**src/rtl/websocket_frame_receiver_core_macros.svh**
```systemverilog
// Assertion macros used by the frame receiver core.
`ifndef WEBSOCKET_FRAME_RECEIVER_CORE_MACROS_SVH
`define WEBSOCKET_FRAME_RECEIVER_CORE_MACROS_SVH

// Check that cons holds in the same cycle as ante.
`define WSFR_ASSERT_SAME(label, ante, cons, msg) \
    label: assert property (@(posedge clk) disable iff (!rst_n) (ante) |-> (cons)) \
        else $error(msg);

// Check that cons holds in the cycle after ante.
`define WSFR_ASSERT_NEXT(label, ante, cons, msg) \
    label: assert property (@(posedge clk) disable iff (!rst_n) (ante) |=> (cons)) \
        else $error(msg);

`endif

```
**src/rtl/wsfr_pkg.sv**
```systemverilog
// Package with the types and constants of the frame receiver.
`timescale 1ns / 1ps

package wsfr_pkg;

    localparam int unsigned LEN_W = 63;

    // Item kinds
    localparam logic CMD_HEADER = 1'b0;
    localparam logic CMD_BYTE   = 1'b1;

    // Opcodes
    localparam logic [3:0] OP_CONT   = 4'd0;
    localparam logic [3:0] OP_TEXT   = 4'd1;
    localparam logic [3:0] OP_BINARY = 4'd2;
    localparam logic [3:0] OP_CLOSE  = 4'd8;
    localparam logic [3:0] OP_PING   = 4'd9;
    localparam logic [3:0] OP_PONG   = 4'd10;

    // Result events
    localparam logic [3:0] EV_ACCEPT     = 4'd0;
    localparam logic [3:0] EV_MSG        = 4'd1;
    localparam logic [3:0] EV_PONG       = 4'd2;
    localparam logic [3:0] EV_CLOSE      = 4'd3;
    localparam logic [3:0] EV_PROTO      = 4'd4;
    localparam logic [3:0] EV_BIG        = 4'd5;
    localparam logic [3:0] EV_EMPTY_MSG  = 4'd6;
    localparam logic [3:0] EV_EMPTY_PONG = 4'd7;
    localparam logic [3:0] EV_IGNORED    = 4'd8;

    localparam logic [15:0] CODE_PROTO  = 16'd1002;
    localparam logic [15:0] CODE_NORMAL = 16'd1000;

    localparam logic [LEN_W-1:0] CTRL_MAX          = 63'd125;
    localparam logic [31:0]      MAX_PAYLOAD_RESET = 32'd512;

    typedef enum logic [1:0] {
        PH_HEADER  = 2'd0,
        PH_PAYLOAD = 2'd1,
        PH_DRAIN   = 2'd2
    } phase_t;

    typedef struct packed {
        logic             cmd;
        logic             fin;
        logic [2:0]       rsv_bits;
        logic [3:0]       frame_op;
        logic             mask_flag;
        logic [31:0]      masking_key;
        logic [LEN_W-1:0] frame_len;
        logic [7:0]       data_byte;
    } item_t;

    typedef struct packed {
        logic [3:0]  event_res;
        logic [7:0]  out_byte;
        logic        last;
        logic [3:0]  message_type;
        logic [15:0] close_code;
        logic        connection_open;
    } result_t;

endpackage

```
**src/rtl/websocket_frame_receiver_core.sv**
```systemverilog
// Top level of the frame receiver: header checks, unmasking and reply events.
// An item is registered in the input register, then in the result register.
// Throughput: one item per cycle while result_ready allows; the input register
// and the result register form a two-stage pipeline, and all per-item work
// (63-bit length compares and one decrement) sits between them.
// Reset: asynchronous, active low; link open, awaiting header, max_payload = 512.
`timescale 1ns / 1ps
`include "websocket_frame_receiver_core_macros.svh"

module websocket_frame_receiver_core (
    input  logic                clk,
    input  logic                rst_n,
    // Item channel
    input  logic                item_valid,
    output logic                item_ready,
    input  wsfr_pkg::item_t     item,
    // Result channel
    output logic                result_valid,
    input  logic                result_ready,
    output wsfr_pkg::result_t   result,
    // Configuration write channel (max_payload)
    input  logic                cfg_valid,
    output logic                cfg_ready,
    input  logic [31:0]         cfg_data
);

    // ------------------------------------------------------------------
    // Pipeline handshake
    // ------------------------------------------------------------------
    logic              s1_valid_reg;
    wsfr_pkg::item_t   s1_reg;
    logic              result_valid_reg;
    wsfr_pkg::result_t result_reg;

    logic s2_ready;
    logic s1_fire;
    logic item_fire;

    // The result register takes a new value when empty or being drained.
    assign s2_ready   = !result_valid_reg || result_ready;
    assign s1_fire    = s1_valid_reg && s2_ready;
    assign item_ready = !s1_valid_reg || s2_ready;
    assign item_fire  = item_valid && item_ready;
    assign cfg_ready  = 1'b1;

    assign result_valid = result_valid_reg;
    assign result       = result_reg;

    // ------------------------------------------------------------------
    // Receiver state
    // ------------------------------------------------------------------
    logic [31:0]                  max_payload_reg;
    logic                         link_open_reg,  link_open_next;
    wsfr_pkg::phase_t             phase_reg,      phase_next;
    logic [wsfr_pkg::LEN_W-1:0]   rem_reg,        rem_next;
    logic [3:0]                   cur_op_reg,     cur_op_next;
    logic [31:0]                  cur_mask_reg,   cur_mask_next;
    logic [1:0]                   mask_pos_reg,   mask_pos_next;
    logic [15:0]                  peer_code_reg,  peer_code_next;
    logic [1:0]                   code_seen_reg,  code_seen_next;
    wsfr_pkg::result_t            res_next;

    // Per-item working values
    logic                         hdr_bad;
    logic                         is_ctrl;
    logic                         too_big;
    logic [wsfr_pkg::LEN_W-1:0]   rem_dec;
    logic                         byte_fin;
    logic [7:0]                   key_byte;
    logic [7:0]                   plain_byte;

    assign is_ctrl = (s1_reg.frame_op == wsfr_pkg::OP_CLOSE)
                  || (s1_reg.frame_op == wsfr_pkg::OP_PING)
                  || (s1_reg.frame_op == wsfr_pkg::OP_PONG);

    // Header checks in protocol order collapse to one error flag.
    assign hdr_bad = (s1_reg.rsv_bits != 3'd0)
                  || !s1_reg.fin
                  || (s1_reg.frame_op == wsfr_pkg::OP_CONT)
                  || !s1_reg.mask_flag
                  || (is_ctrl && (s1_reg.frame_len > wsfr_pkg::CTRL_MAX));

    assign too_big  = s1_reg.frame_len > {31'd0, max_payload_reg};
    assign rem_dec  = rem_reg - 63'd1;
    // Last byte of the frame when exactly one is left.
    assign byte_fin = (rem_reg == 63'd1);

    // Pick the key byte for this position, first wire byte from the top.
    always_comb
    begin
        unique case (mask_pos_reg)
            2'd0:    key_byte = cur_mask_reg[31:24];
            2'd1:    key_byte = cur_mask_reg[23:16];
            2'd2:    key_byte = cur_mask_reg[15:8];
            default: key_byte = cur_mask_reg[7:0];
        endcase
    end

    assign plain_byte = s1_reg.data_byte ^ key_byte;

    // ------------------------------------------------------------------
    // Per-item decision
    // ------------------------------------------------------------------
    always_comb
    begin
        link_open_next = link_open_reg;
        phase_next     = phase_reg;
        rem_next       = rem_reg;
        cur_op_next    = cur_op_reg;
        cur_mask_next  = cur_mask_reg;
        mask_pos_next  = mask_pos_reg;
        peer_code_next = peer_code_reg;
        code_seen_next = code_seen_reg;

        res_next              = '0;
        res_next.event_res    = wsfr_pkg::EV_IGNORED;

        if (!link_open_reg)
        begin
            // Closed link: ignore everything, keep state.
        end
        else if (s1_reg.cmd == wsfr_pkg::CMD_HEADER)
        begin
            // Header transfer
            if (phase_reg != wsfr_pkg::PH_HEADER)
            begin
                // Out of turn: ignore it.
            end
            else if (hdr_bad)
            begin
                link_open_next        = 1'b0;
                phase_next            = wsfr_pkg::PH_HEADER;
                rem_next              = '0;
                res_next.event_res    = wsfr_pkg::EV_PROTO;
                res_next.message_type = s1_reg.frame_op;
                res_next.close_code   = wsfr_pkg::CODE_PROTO;
            end
            else
            begin
                cur_op_next           = s1_reg.frame_op;
                res_next.message_type = s1_reg.frame_op;
                if (too_big)
                begin
                    // Drain the oversized payload.
                    phase_next         = wsfr_pkg::PH_DRAIN;
                    rem_next           = s1_reg.frame_len;
                    res_next.event_res = wsfr_pkg::EV_ACCEPT;
                end
                else if (s1_reg.frame_len == '0)
                begin
                    unique case (s1_reg.frame_op)
                        wsfr_pkg::OP_TEXT, wsfr_pkg::OP_BINARY:
                            res_next.event_res = wsfr_pkg::EV_EMPTY_MSG;
                        wsfr_pkg::OP_PING:
                            res_next.event_res = wsfr_pkg::EV_EMPTY_PONG;
                        wsfr_pkg::OP_PONG:
                            res_next.event_res = wsfr_pkg::EV_IGNORED;
                        wsfr_pkg::OP_CLOSE:
                        begin
                            link_open_next      = 1'b0;
                            res_next.event_res  = wsfr_pkg::EV_CLOSE;
                            res_next.close_code = wsfr_pkg::CODE_NORMAL;
                        end
                        default:
                        begin
                            link_open_next      = 1'b0;
                            phase_next          = wsfr_pkg::PH_HEADER;
                            rem_next            = '0;
                            res_next.event_res  = wsfr_pkg::EV_PROTO;
                            res_next.close_code = wsfr_pkg::CODE_PROTO;
                        end
                    endcase
                end
                else
                begin
                    // Start a payload: latch key, reset close code capture.
                    phase_next         = wsfr_pkg::PH_PAYLOAD;
                    rem_next           = s1_reg.frame_len;
                    cur_mask_next      = s1_reg.masking_key;
                    mask_pos_next      = 2'd0;
                    peer_code_next     = wsfr_pkg::CODE_NORMAL;
                    code_seen_next     = 2'd0;
                    res_next.event_res = wsfr_pkg::EV_ACCEPT;
                end
            end
        end
        else if ((phase_reg == wsfr_pkg::PH_PAYLOAD) && (rem_reg != '0))
        begin
            // Payload byte: unmask and route by opcode.
            mask_pos_next         = mask_pos_reg + 2'd1;
            rem_next              = rem_dec;
            if (byte_fin)
            begin
                phase_next = wsfr_pkg::PH_HEADER;
            end
            res_next.message_type = cur_op_reg;
            res_next.event_res    = wsfr_pkg::EV_ACCEPT;

            unique case (cur_op_reg)
                wsfr_pkg::OP_TEXT, wsfr_pkg::OP_BINARY:
                begin
                    res_next.event_res = wsfr_pkg::EV_MSG;
                    res_next.out_byte  = plain_byte;
                    res_next.last      = byte_fin;
                end
                wsfr_pkg::OP_PING:
                begin
                    res_next.event_res = wsfr_pkg::EV_PONG;
                    res_next.out_byte  = plain_byte;
                    res_next.last      = byte_fin;
                end
                wsfr_pkg::OP_PONG:
                begin
                    if (byte_fin)
                    begin
                        res_next.event_res = wsfr_pkg::EV_IGNORED;
                    end
                end
                wsfr_pkg::OP_CLOSE:
                begin
                    // Capture the peer's status code, high byte first.
                    if (code_seen_reg == 2'd0)
                    begin
                        peer_code_next = {plain_byte, 8'd0};
                        code_seen_next = 2'd1;
                    end
                    else if (code_seen_reg == 2'd1)
                    begin
                        peer_code_next = {peer_code_reg[15:8], plain_byte};
                        code_seen_next = 2'd2;
                    end
                    if (byte_fin)
                    begin
                        link_open_next      = 1'b0;
                        res_next.event_res  = wsfr_pkg::EV_CLOSE;
                        res_next.close_code = (code_seen_next >= 2'd2)
                                            ? peer_code_next
                                            : wsfr_pkg::CODE_NORMAL;
                    end
                end
                default:
                begin
                    // Unknown opcode: consume, then fail at the end.
                    if (byte_fin)
                    begin
                        link_open_next      = 1'b0;
                        phase_next          = wsfr_pkg::PH_HEADER;
                        rem_next            = '0;
                        res_next.event_res  = wsfr_pkg::EV_PROTO;
                        res_next.close_code = wsfr_pkg::CODE_PROTO;
                    end
                end
            endcase
        end
        else if ((phase_reg == wsfr_pkg::PH_DRAIN) && (rem_reg != '0))
        begin
            // Drop the byte; report too large on the final one.
            rem_next              = rem_dec;
            res_next.message_type = cur_op_reg;
            if (byte_fin)
            begin
                phase_next         = wsfr_pkg::PH_HEADER;
                res_next.event_res = wsfr_pkg::EV_BIG;
            end
            else
            begin
                res_next.event_res = wsfr_pkg::EV_ACCEPT;
            end
        end
        else
        begin
            // Stray byte: ignore it and go back to waiting for a header.
            phase_next = wsfr_pkg::PH_HEADER;
        end

        res_next.connection_open = link_open_next;
    end

    // ------------------------------------------------------------------
    // Registers
    // ------------------------------------------------------------------
    // Input stage: hold the item until the result register can take it.
    always_ff @(posedge clk or negedge rst_n)
    begin
        if (!rst_n)
        begin
            s1_valid_reg <= 1'b0;
        end
        else if (item_fire)
        begin
            s1_valid_reg <= 1'b1;
        end
        else if (s1_fire)
        begin
            s1_valid_reg <= 1'b0;
        end
    end

    always_ff @(posedge clk)
    begin
        if (item_fire)
        begin
            s1_reg <= item;
        end
    end

    // Result stage
    always_ff @(posedge clk or negedge rst_n)
    begin
        if (!rst_n)
        begin
            result_valid_reg <= 1'b0;
        end
        else if (s1_fire)
        begin
            result_valid_reg <= 1'b1;
        end
        else if (result_ready)
        begin
            result_valid_reg <= 1'b0;
        end
    end

    always_ff @(posedge clk)
    begin
        if (s1_fire)
        begin
            result_reg <= res_next;
        end
    end

    // Configuration register
    always_ff @(posedge clk or negedge rst_n)
    begin
        if (!rst_n)
        begin
            max_payload_reg <= wsfr_pkg::MAX_PAYLOAD_RESET;
        end
        else if (cfg_valid && cfg_ready)
        begin
            max_payload_reg <= cfg_data;
        end
    end

    // Advance the receiver state once per item that enters the result stage.
    always_ff @(posedge clk or negedge rst_n)
    begin
        if (!rst_n)
        begin
            link_open_reg <= 1'b1;
            phase_reg     <= wsfr_pkg::PH_HEADER;
            rem_reg       <= '0;
            cur_op_reg    <= wsfr_pkg::OP_CONT;
            cur_mask_reg  <= 32'd0;
            mask_pos_reg  <= 2'd0;
            peer_code_reg <= wsfr_pkg::CODE_NORMAL;
            code_seen_reg <= 2'd0;
        end
        else if (s1_fire)
        begin
            link_open_reg <= link_open_next;
            phase_reg     <= phase_next;
            rem_reg       <= rem_next;
            cur_op_reg    <= cur_op_next;
            cur_mask_reg  <= cur_mask_next;
            mask_pos_reg  <= mask_pos_next;
            peer_code_reg <= peer_code_next;
            code_seen_reg <= code_seen_next;
        end
    end

    // ------------------------------------------------------------------
    // Assertions
    // ------------------------------------------------------------------
    `WSFR_ASSERT_SAME(a_phase_has_bytes, phase_reg != wsfr_pkg::PH_HEADER, rem_reg != '0, "frame phase with no bytes left")
    `WSFR_ASSERT_NEXT(a_closed_ignores, s1_fire && !link_open_reg, result_reg.event_res == wsfr_pkg::EV_IGNORED, "closed link produced an event")
    `WSFR_ASSERT_SAME(a_close_reason, $fell(link_open_reg), result_reg.event_res == wsfr_pkg::EV_CLOSE || result_reg.event_res == wsfr_pkg::EV_PROTO, "link closed without close or error")

endmodule
```
**config.mk**
```make
export PLATFORM = sky130hd
export DESIGN_NAME = websocket_frame_receiver_core
export DESIGN_NICKNAME = d
export VERILOG_FILES = /design/src/rtl/wsfr_pkg.sv /design/src/rtl/websocket_frame_receiver_core.sv
export VERILOG_INCLUDE_DIRS = /design/src /design/src/rtl
export SDC_FILE = /design/constraint.sdc
export NUM_CORES = 1
export LEC_CHECK = 0
export ABC_AREA = 1
export ABC_CLOCK_PERIOD_IN_PS = 9510
export BUFFER_PORTS_ARGS = -buffer_cell sky130_fd_sc_hd__buf_2
export CORE_ASPECT_RATIO = 1.2
export CORE_MARGIN = 10
export CORE_UTILIZATION = 57
export CTS_CLUSTER_SIZE = 40
export DETAILED_ROUTE_END_ITERATION = 12
export PLACE_DENSITY = 0.78
export RECOVER_POWER = 50
export REMOVE_ABC_BUFFERS = 1
export SLEW_MARGIN = 15
export SYNTH_ARGS = -nofsm -noshare
export SYNTH_HDL_FRONTEND = slang
export SYNTH_SLANG_ARGS = --single-unit
```
**constraint.sdc**
```tcl
create_clock -name clk -period 9.51 [get_ports clk]
set_input_delay 1.902 -clock clk [delete_from_list [all_inputs] [get_ports clk]]
set_output_delay 1.902 -clock clk [all_outputs]
set_load 0.02 [all_outputs]
```
==> results of run 1 <==
==> layout by cell type, fill, tap and decap left out, types with 3 or more instances in the layout <==
master and count:
dfstp_2 8, nand4_1 43, dfrtp_1 148, inv_2 7, a21o_1 3, nand3b_1 14
o21ai_1 24, nor2_1 229, clkbuf_1 20, o211ai_1 9, clkinv_2 4, or2_2 13
a21oi_1 42, clkinv_4 4, nand3_1 99, xnor2_1 19, clkinvlp_4 5, o21ai_0 64
edfxtp_1 147, ha_1 41, nand2_2 5, buf_4 6, buf_2 170, xor2_1 15
bufinv_16 4, nor2_2 14, clkbuf_16 31, nor3_1 25, nor2_4 8, nand2_1 735
nor4_1 6, inv_1 118, o22ai_1 4
==> per-stage QoR <==
| stage | cell area (um^2) | utilization | total power [mW] |
|---|---|---|---|
| after floorplan | 15570 | - | 3.464 |
| after global placement | 17040 | 0.6232 | 4.025 |
| after detailed placement | 17040 | 0.6232 | 4.063 |
| after CTS | 18090 | 0.6619 | 5.328 |
| after global routing | 18040 | 0.6600 | 5.724 |
| final | 18040 | 0.6600 | 5.334 |
==> power by group through the flow <==
| stage | Clock, mW | Sequential, mW | Combinational (mW) |
|---|---|---|---|
| after global routing | 1.33 | 1.87 | 2.53 |
| final | 1.26 | 1.84 | 2.24 |
| after CTS | 1.27 | 1.83 | 2.23 |
| after global placement | 0 | 1.85 | 2.18 |
| after floorplan | 0 | 1.83 | 1.64 |
| after detailed placement | 0 | 1.85 | 2.21 |
==> kinds of logic after synthesis <==
group,count (synthesis)
adders and majority gates,41
other,1
DFF,303
and+or+nand+nor,1205
AOI/OAI and AO/OA,156
buffers and inverters,189
xor gates and xnor gates,34
muxes,1
==> area by class of cell <==
cell class                      instances  share of cell area
Timing Repair Buffer                  191             0.05278
Multi-Input combinational cell       1438              0.3742
Clock buffer                           38             0.04501
Sequential cell                       303              0.4616
Clock inverter                         20             0.01359
Inverter                              128             0.02684
Tap cell                              374             0.02594
==> final timing paths <==
| kind | start | to | slack (ns) | cells after the start |
|---|---|---|---|---|
| hold reg to reg | peer_code_reg[7] | peer_code_reg[7] | 0.47 | 2 |
| hold / removal | peer_code_reg[7] | peer_code_reg[7] | 0.47 | 2 |
| min in group asynchronous | rst_n | max_payload_reg[16] | 3.01 | 1 |
| setup reg to reg | s1_reg[40] | cur_mask_reg[6] | 5.31 | 14 |
| max in group clk | result_ready | s1_reg[39] | 4.89 | 6 |
| setup / recovery | rst_n | peer_code_reg[13] | 3.65 | 2 |
==> per-layer routing <==
layer | GRT usage | vias to the layer above
li1 | - | 6608
met1 | 0.3043 | 6330
met2 | 0.3834 | 514
met3 | 0.03898 | 73
met4 | 0.05568 | 0
met5 | 0 | -
==> flow_metrics.env, run 1 <==
export IMPL_die_w_um=172.6
export IMPL_seq_area_frac_synth=0.5232
export IMPL_swShare=0.4254
export IMPL_place_congestion=0.9469
export IMPL_combPwrFrac=0.420
export IMPL_crit_required_ns=10.08
export IMPL_cap_violations=3
export IMPL_p_sw_mw=2.269
export IMPL_synthCells=1930
export IMPL_peakVddDrop_mv=0.1555
export IMPL_synth_top_family_by_area="simple AND/OR/NAND/NOR gates"
export IMPL_synth_area_leaders="edfxtp_1 (28%), dfrtp_1 (23%), nand2_1 (17%)"
export IMPL_io_pins=187
export IMPL_post_cts_setup_buffer_count=0
export IMPL_seqPwrFrac=0.344
export IMPL_fillerInstances=2261
export IMPL_crit_arrival_ns=6.43
export IMPL_crit_family="buffers and inverters"
export IMPL_htree_levels=1
export IMPL_area_delta_synth_final_pct=13.34
export IMPL_final_max_slew_viol_count=193
export IMPL_critical_path_max_fanout=84
export IMPL_end_kind="asynchronous set/reset pin"
export IMPL_crit_chain="clkbuf_1 -> buf_4"
export IMPL_power_frac_clock=0.236
export IMPL_grt_util_all_layers=0.2291
export IMPL_die_area_mm2=0.03504
export IMPL_register_area_mm2=0.008328
export IMPL_critical_path_slowest_cell="clkbuf_1"
export IMPL_startpoint_type="input port"
export IMPL_cts_sinks=303
export IMPL_cts_buffer_depth=3
export IMPL_p_int_mw=3.065
export IMPL_die_height_um=203.1
export IMPL_fin_worst_skew_ns=0.01849
export IMPL_start_util=0.5823
export IMPL_setup_viol=0
export IMPL_syn_avg_cell_area_um2=8.248
export IMPL_dr_pass1_iters=5
export IMPL_cts_root_buf="clkbuf_16"
export IMPL_synth_fa_ha_area_frac=0.03223
export IMPL_ys_warn_count=0
export IMPL_hold_ws_ns=0.4668
export IMPL_synth_seq_cells=303
export IMPL_powerDensity_mw_per_mm2=295.6
export IMPL_first_global_vias=13040
export IMPL_ys_flop_type="dfrtp_1"
export IMPL_synthSimpleGateAreaFrac=0.3198
export IMPL_wl_met3_um=3011
export IMPL_synthMuxAreaShare=0.0007074
export IMPL_clock_latency_ns=0.59
export IMPL_hpwl_um=29210
export IMPL_min_period_ns=5.863
export IMPL_synth_xor_area_frac=0.01871
export IMPL_drive_gt1_frac=0.1402
export IMPL_yosys_top_cells_count="nand2_1 (732), nor2_1 (226), dfrtp_1 (148)"
export IMPL_routed_wl_met2_um=19710
export IMPL_core_mm2=0.02733
export IMPL_syn_area_mm2=0.01592
export IMPL_ys_types=50
export IMPL_synth_compound_area_frac=0.05321
export IMPL_post_drt_wl_per_cell_um=16.51
export IMPL_highest_layer="met4"
export IMPL_largest_reg_flops=113
export IMPL_diodes=0
export IMPL_drt_initial_drc_count=1121
export IMPL_grt_pass1_wl_um=67150
export IMPL_tightest_slew_ns=4.739
export IMPL_slowest_delay_ns=3.25
export IMPL_status="complete, but fails checks"
export IMPL_wl_met1_um=17640
export IMPL_row_count=66
export IMPL_tritoncts="done"
export IMPL_place_ws_ns=4.967
export IMPL_final_cells=2492
export IMPL_yosysMostFrequentCell="nand2_1"
export IMPL_setup_tns_ns=0
export IMPL_synth_top_area_share=0.2773
export IMPL_power_leakage_nw=8.727
export IMPL_grt_max_degree=85
export IMPL_fin_nets=2284
export IMPL_cts_made_buffers=31
export IMPL_setup_slack_ns=3.647
export IMPL_io_buffers=185
export IMPL_drc=0
export IMPL_period_share=0.6165
export IMPL_synthArstFlopShare=0.5149
export IMPL_cts_reportedPaths_clkPinSlew_ns=0.06
export IMPL_drt_wl_total_um=41150
export IMPL_hp_class="reg2reg"
export IMPL_final_hold_viol_count=0
export IMPL_grt_overflow_total=0
export IMPL_relSlewSlack=-2.159
export IMPL_yosysTopAreaCell="edfxtp_1"
export IMPL_max_freq_mhz=170.6
export IMPL_worstSetupPathType="in2async"
export IMPL_multiInputGateArea_mm2=0.006751
export IMPL_path_buf_inv=2
export IMPL_violations="capacitance limit, slew limit"
export IMPL_rsz0062_at_grt="false"
export IMPL_via_per_inst=5.427
export IMPL_antenna_found_initial=0
export IMPL_ctsResizeCount=0
export IMPL_placed_cells=2434
export IMPL_ant_nets=0
export IMPL_cts_hold_buffers_added=0
export IMPL_vias=13530
export IMPL_synth_edf_count=147
Power figures use the tool's default switching activity.
==> run 2, diff against run 1 <==
Settings changed: ABC_CLOCK_PERIOD_IN_PS 9510 to 5100, CORE_UTILIZATION 57 to 53, PLACE_DENSITY 0.78 to 0.76.
Clock period 9.51 ns to 5.1 ns, I/O delays scaled along.
==> run 2 against run 1 <==
The run still ends with capacitance limit, slew limit left. Utilization is 4.5 points lower. Final cell count is 1.0% higher. Combinational power is 89% higher. Sequential power is 86% higher. Total power is 90% higher. Sequential cell count stayed put. Via count is 0.14% higher. Non-clock buffer count is 5 higher. Largest cell class unchanged.
==> flow_metrics.env, run 2 (synthesized netlist as in run 1, its figures left out) <==
export IMPL_status="complete, but fails checks"
export IMPL_violations="capacitance limit, slew limit"
export IMPL_p_int_mw=5.849
export IMPL_path_common_cell="nand2_1"
export IMPL_tightest_slew_ns=2.220
export IMPL_post_drt_wl_per_cell_um=16.56
export IMPL_die_w_um=178.2
export IMPL_ant_nets=0
export IMPL_fillerInstances=2610
export IMPL_place_ws_ns=1.420
export IMPL_relSlewSlack=-0.4799
export IMPL_crit_chain="ha_1 -> nand2_1 -> nor2_1 -> and2_1 -> nand3_1 -> nor2_1 -> nand4_1 -> nand2_2 -> nand2_2 -> nand3_4 -> buf_4 -> inv_4 -> nand2_1 -> nand2_1"
export IMPL_mostFrequentLayoutCells="nand2_1 (732), nor2_1 (226), buf_2 (166)"
export IMPL_hp_class="reg2reg"
export IMPL_io_pins=187
export IMPL_slowest_delay_ns=0.58
export IMPL_cp_endpoint="rem_reg[28]"
export IMPL_critPathLaunch="s1_reg[38]"
export IMPL_drc=0
export IMPL_post_cts_setup_buffer_count=0
export IMPL_drt_wl_total_um=41690
export IMPL_critical_path_slowest_cell="buf_4"
export IMPL_core_mm2=0.02961
export IMPL_cts_root_buf="clkbuf_16"
export IMPL_drt_initial_drc_count=1272
export IMPL_via_per_inst=5.379
export IMPL_start_util=0.5375
export IMPL_die_area_mm2=0.03739
export IMPL_cts_made_buffers=34
export IMPL_crit_arrival_ns=4.18
export IMPL_vias=13540
export IMPL_grt_max_degree=82
export IMPL_grt_pass1_wl_um=67480
export IMPL_startpoint_type="flop"
export IMPL_setup_slack_ns=1.341
export IMPL_rr_startpoint="s1_reg[38]"
export IMPL_power_leakage_nw=8.797
export IMPL_rrSetupSlack_ns=1.34
export IMPL_cts_buffer_depth=3
export IMPL_worstReg2RegEnd="rem_reg[28]"
export IMPL_antenna_found_initial=1
export IMPL_cts_hold_buffers_added=0
export IMPL_min_period_ns=3.759
export IMPL_dr_pass1_iters=6
export IMPL_worstSetupPathType="reg2reg"
export IMPL_grt_util_all_layers=0.2212
export IMPL_peakVddDrop_mv=0.4134
export IMPL_final_cells=2518
export IMPL_cap_violations=4
export IMPL_setup_tns_ns=0
export IMPL_crit_required_ns=5.52
export IMPL_tritoncts="done"
export IMPL_first_global_vias=13240
export IMPL_htree_levels=2
export IMPL_clock_latency_ns=0.54
export IMPL_drive_gt1_frac=0.1443
export IMPL_fin_worst_skew_ns=0.02358
export IMPL_hpwl_um=29990
export IMPL_end_kind="flop"
export IMPL_place_congestion=0.9299
export IMPL_combPwrFrac=0.418
export IMPL_fin_util=0.6147
export IMPL_ctsResizeCount=0
export IMPL_fin_nets=2292
export IMPL_r2r_cells=14
export IMPL_placed_cells=2455
export IMPL_grt_overflow_total=0
export IMPL_holdPathStages=2
export IMPL_powerDensity_mw_per_mm2=557.3
export IMPL_max_freq_mhz=266.0
export IMPL_critical_path_max_fanout=64
export IMPL_final_hold_viol_count=0
export IMPL_setup_viol=0
export IMPL_swShare=0.4234
export IMPL_seqPwrFrac=0.338
export IMPL_p_sw_mw=4.294
export IMPL_row_count=69
export IMPL_largest_reg_flops=113
export IMPL_rsz0062_at_grt="false"
export IMPL_io_buffers=185
export IMPL_finalPower_mw=10.14
export IMPL_final_max_slew_viol_count=176
export IMPL_final_common_cell="nand2_1"
export IMPL_area_delta_synth_final_pct=14.35
export IMPL_cts_sinks=303
export IMPL_die_height_um=209.8
export IMPL_cts_reportedPaths_clkPinSlew_ns=0.06
export IMPL_power_frac_clock=0.244
export IMPL_period_share=0.7371
==> run 2: changes by cell type in the layout (fill, tap and decap cells not counted), sizes merged <==
cell      previous run  this run
clkinv              10        12
clkbuf              52        61
buf                177       176
clkinvlp             6         3
inv                128       130
diode                0         1
==> run 2: critical path, delay by kind of cell (launching register included) <==
family	cells	cell delay (ns)
and+or+nand+nor	11	1.75
buffers and inverters	2	1.03
adders and majority gates	1	0.33
DFF	1	0.43
==> run 2: how the worst min path moves through the flow <==
stage               slack [ns]                to        startpoint
CTS                       0.46  peer_code_reg[3]  peer_code_reg[3]
global placement          0.45  peer_code_reg[0]  peer_code_reg[0]
finish                    0.46  cur_mask_reg[22]        s1_reg[93]
global route              0.48  peer_code_reg[5]  peer_code_reg[5]
floorplan                 0.43  peer_code_reg[0]  peer_code_reg[0]
detailed placement        0.46  peer_code_reg[3]  peer_code_reg[3]
==> run 2: cell type report <==
cell class,count,area [um^2],area share
antenna,1,2.502,0.0001375
clock buffer,41,897.1,0.04929
clock inverter,21,227.7,0.01251
inverter,128,484.2,0.02660
multi-input combinational,1438,6777,0.3723
sequential,303,8328,0.4576
tap,390,488.0,0.02681
timing repair buffer,196,997.2,0.05479
==> run 2: power groups by stage <==
stage	Combinational, mW	Clock (mW)	Sequential, mW
2_1_floorplan	3.05	0	3.41
3_3_place_gp	4.11	0	3.44
3_5_place_dp	4.16	0	3.45
4_1_cts	4.19	2.52	3.42
5_1_grt	4.79	2.62	3.49
6_report	4.24	2.48	3.43
==> run 2: per-stage QoR <==
step                      area (um^2)  hold slack (ns)
final                           18200           0.4601
after global routing            18200           0.4836
after CTS                       18230           0.4639
after detailed placement        17110           0.4558
after global placement          17110           0.4459
after floorplan                 15570           0.4338
==> run 2: routing by layer <==
metal | up-vias | share of wire | global-route usage | routed length, um
met2 | 470 | 0.48 | 0.3570 | 19900
met5 | - | 0 | 0 | 0
met4 | 0 | 0.029 | 0.07850 | 1223
met3 | 73 | 0.073 | 0.04346 | 3027
met1 | 6371 | 0.42 | 0.2907 | 17550
li1 | 6630 | - | - | -
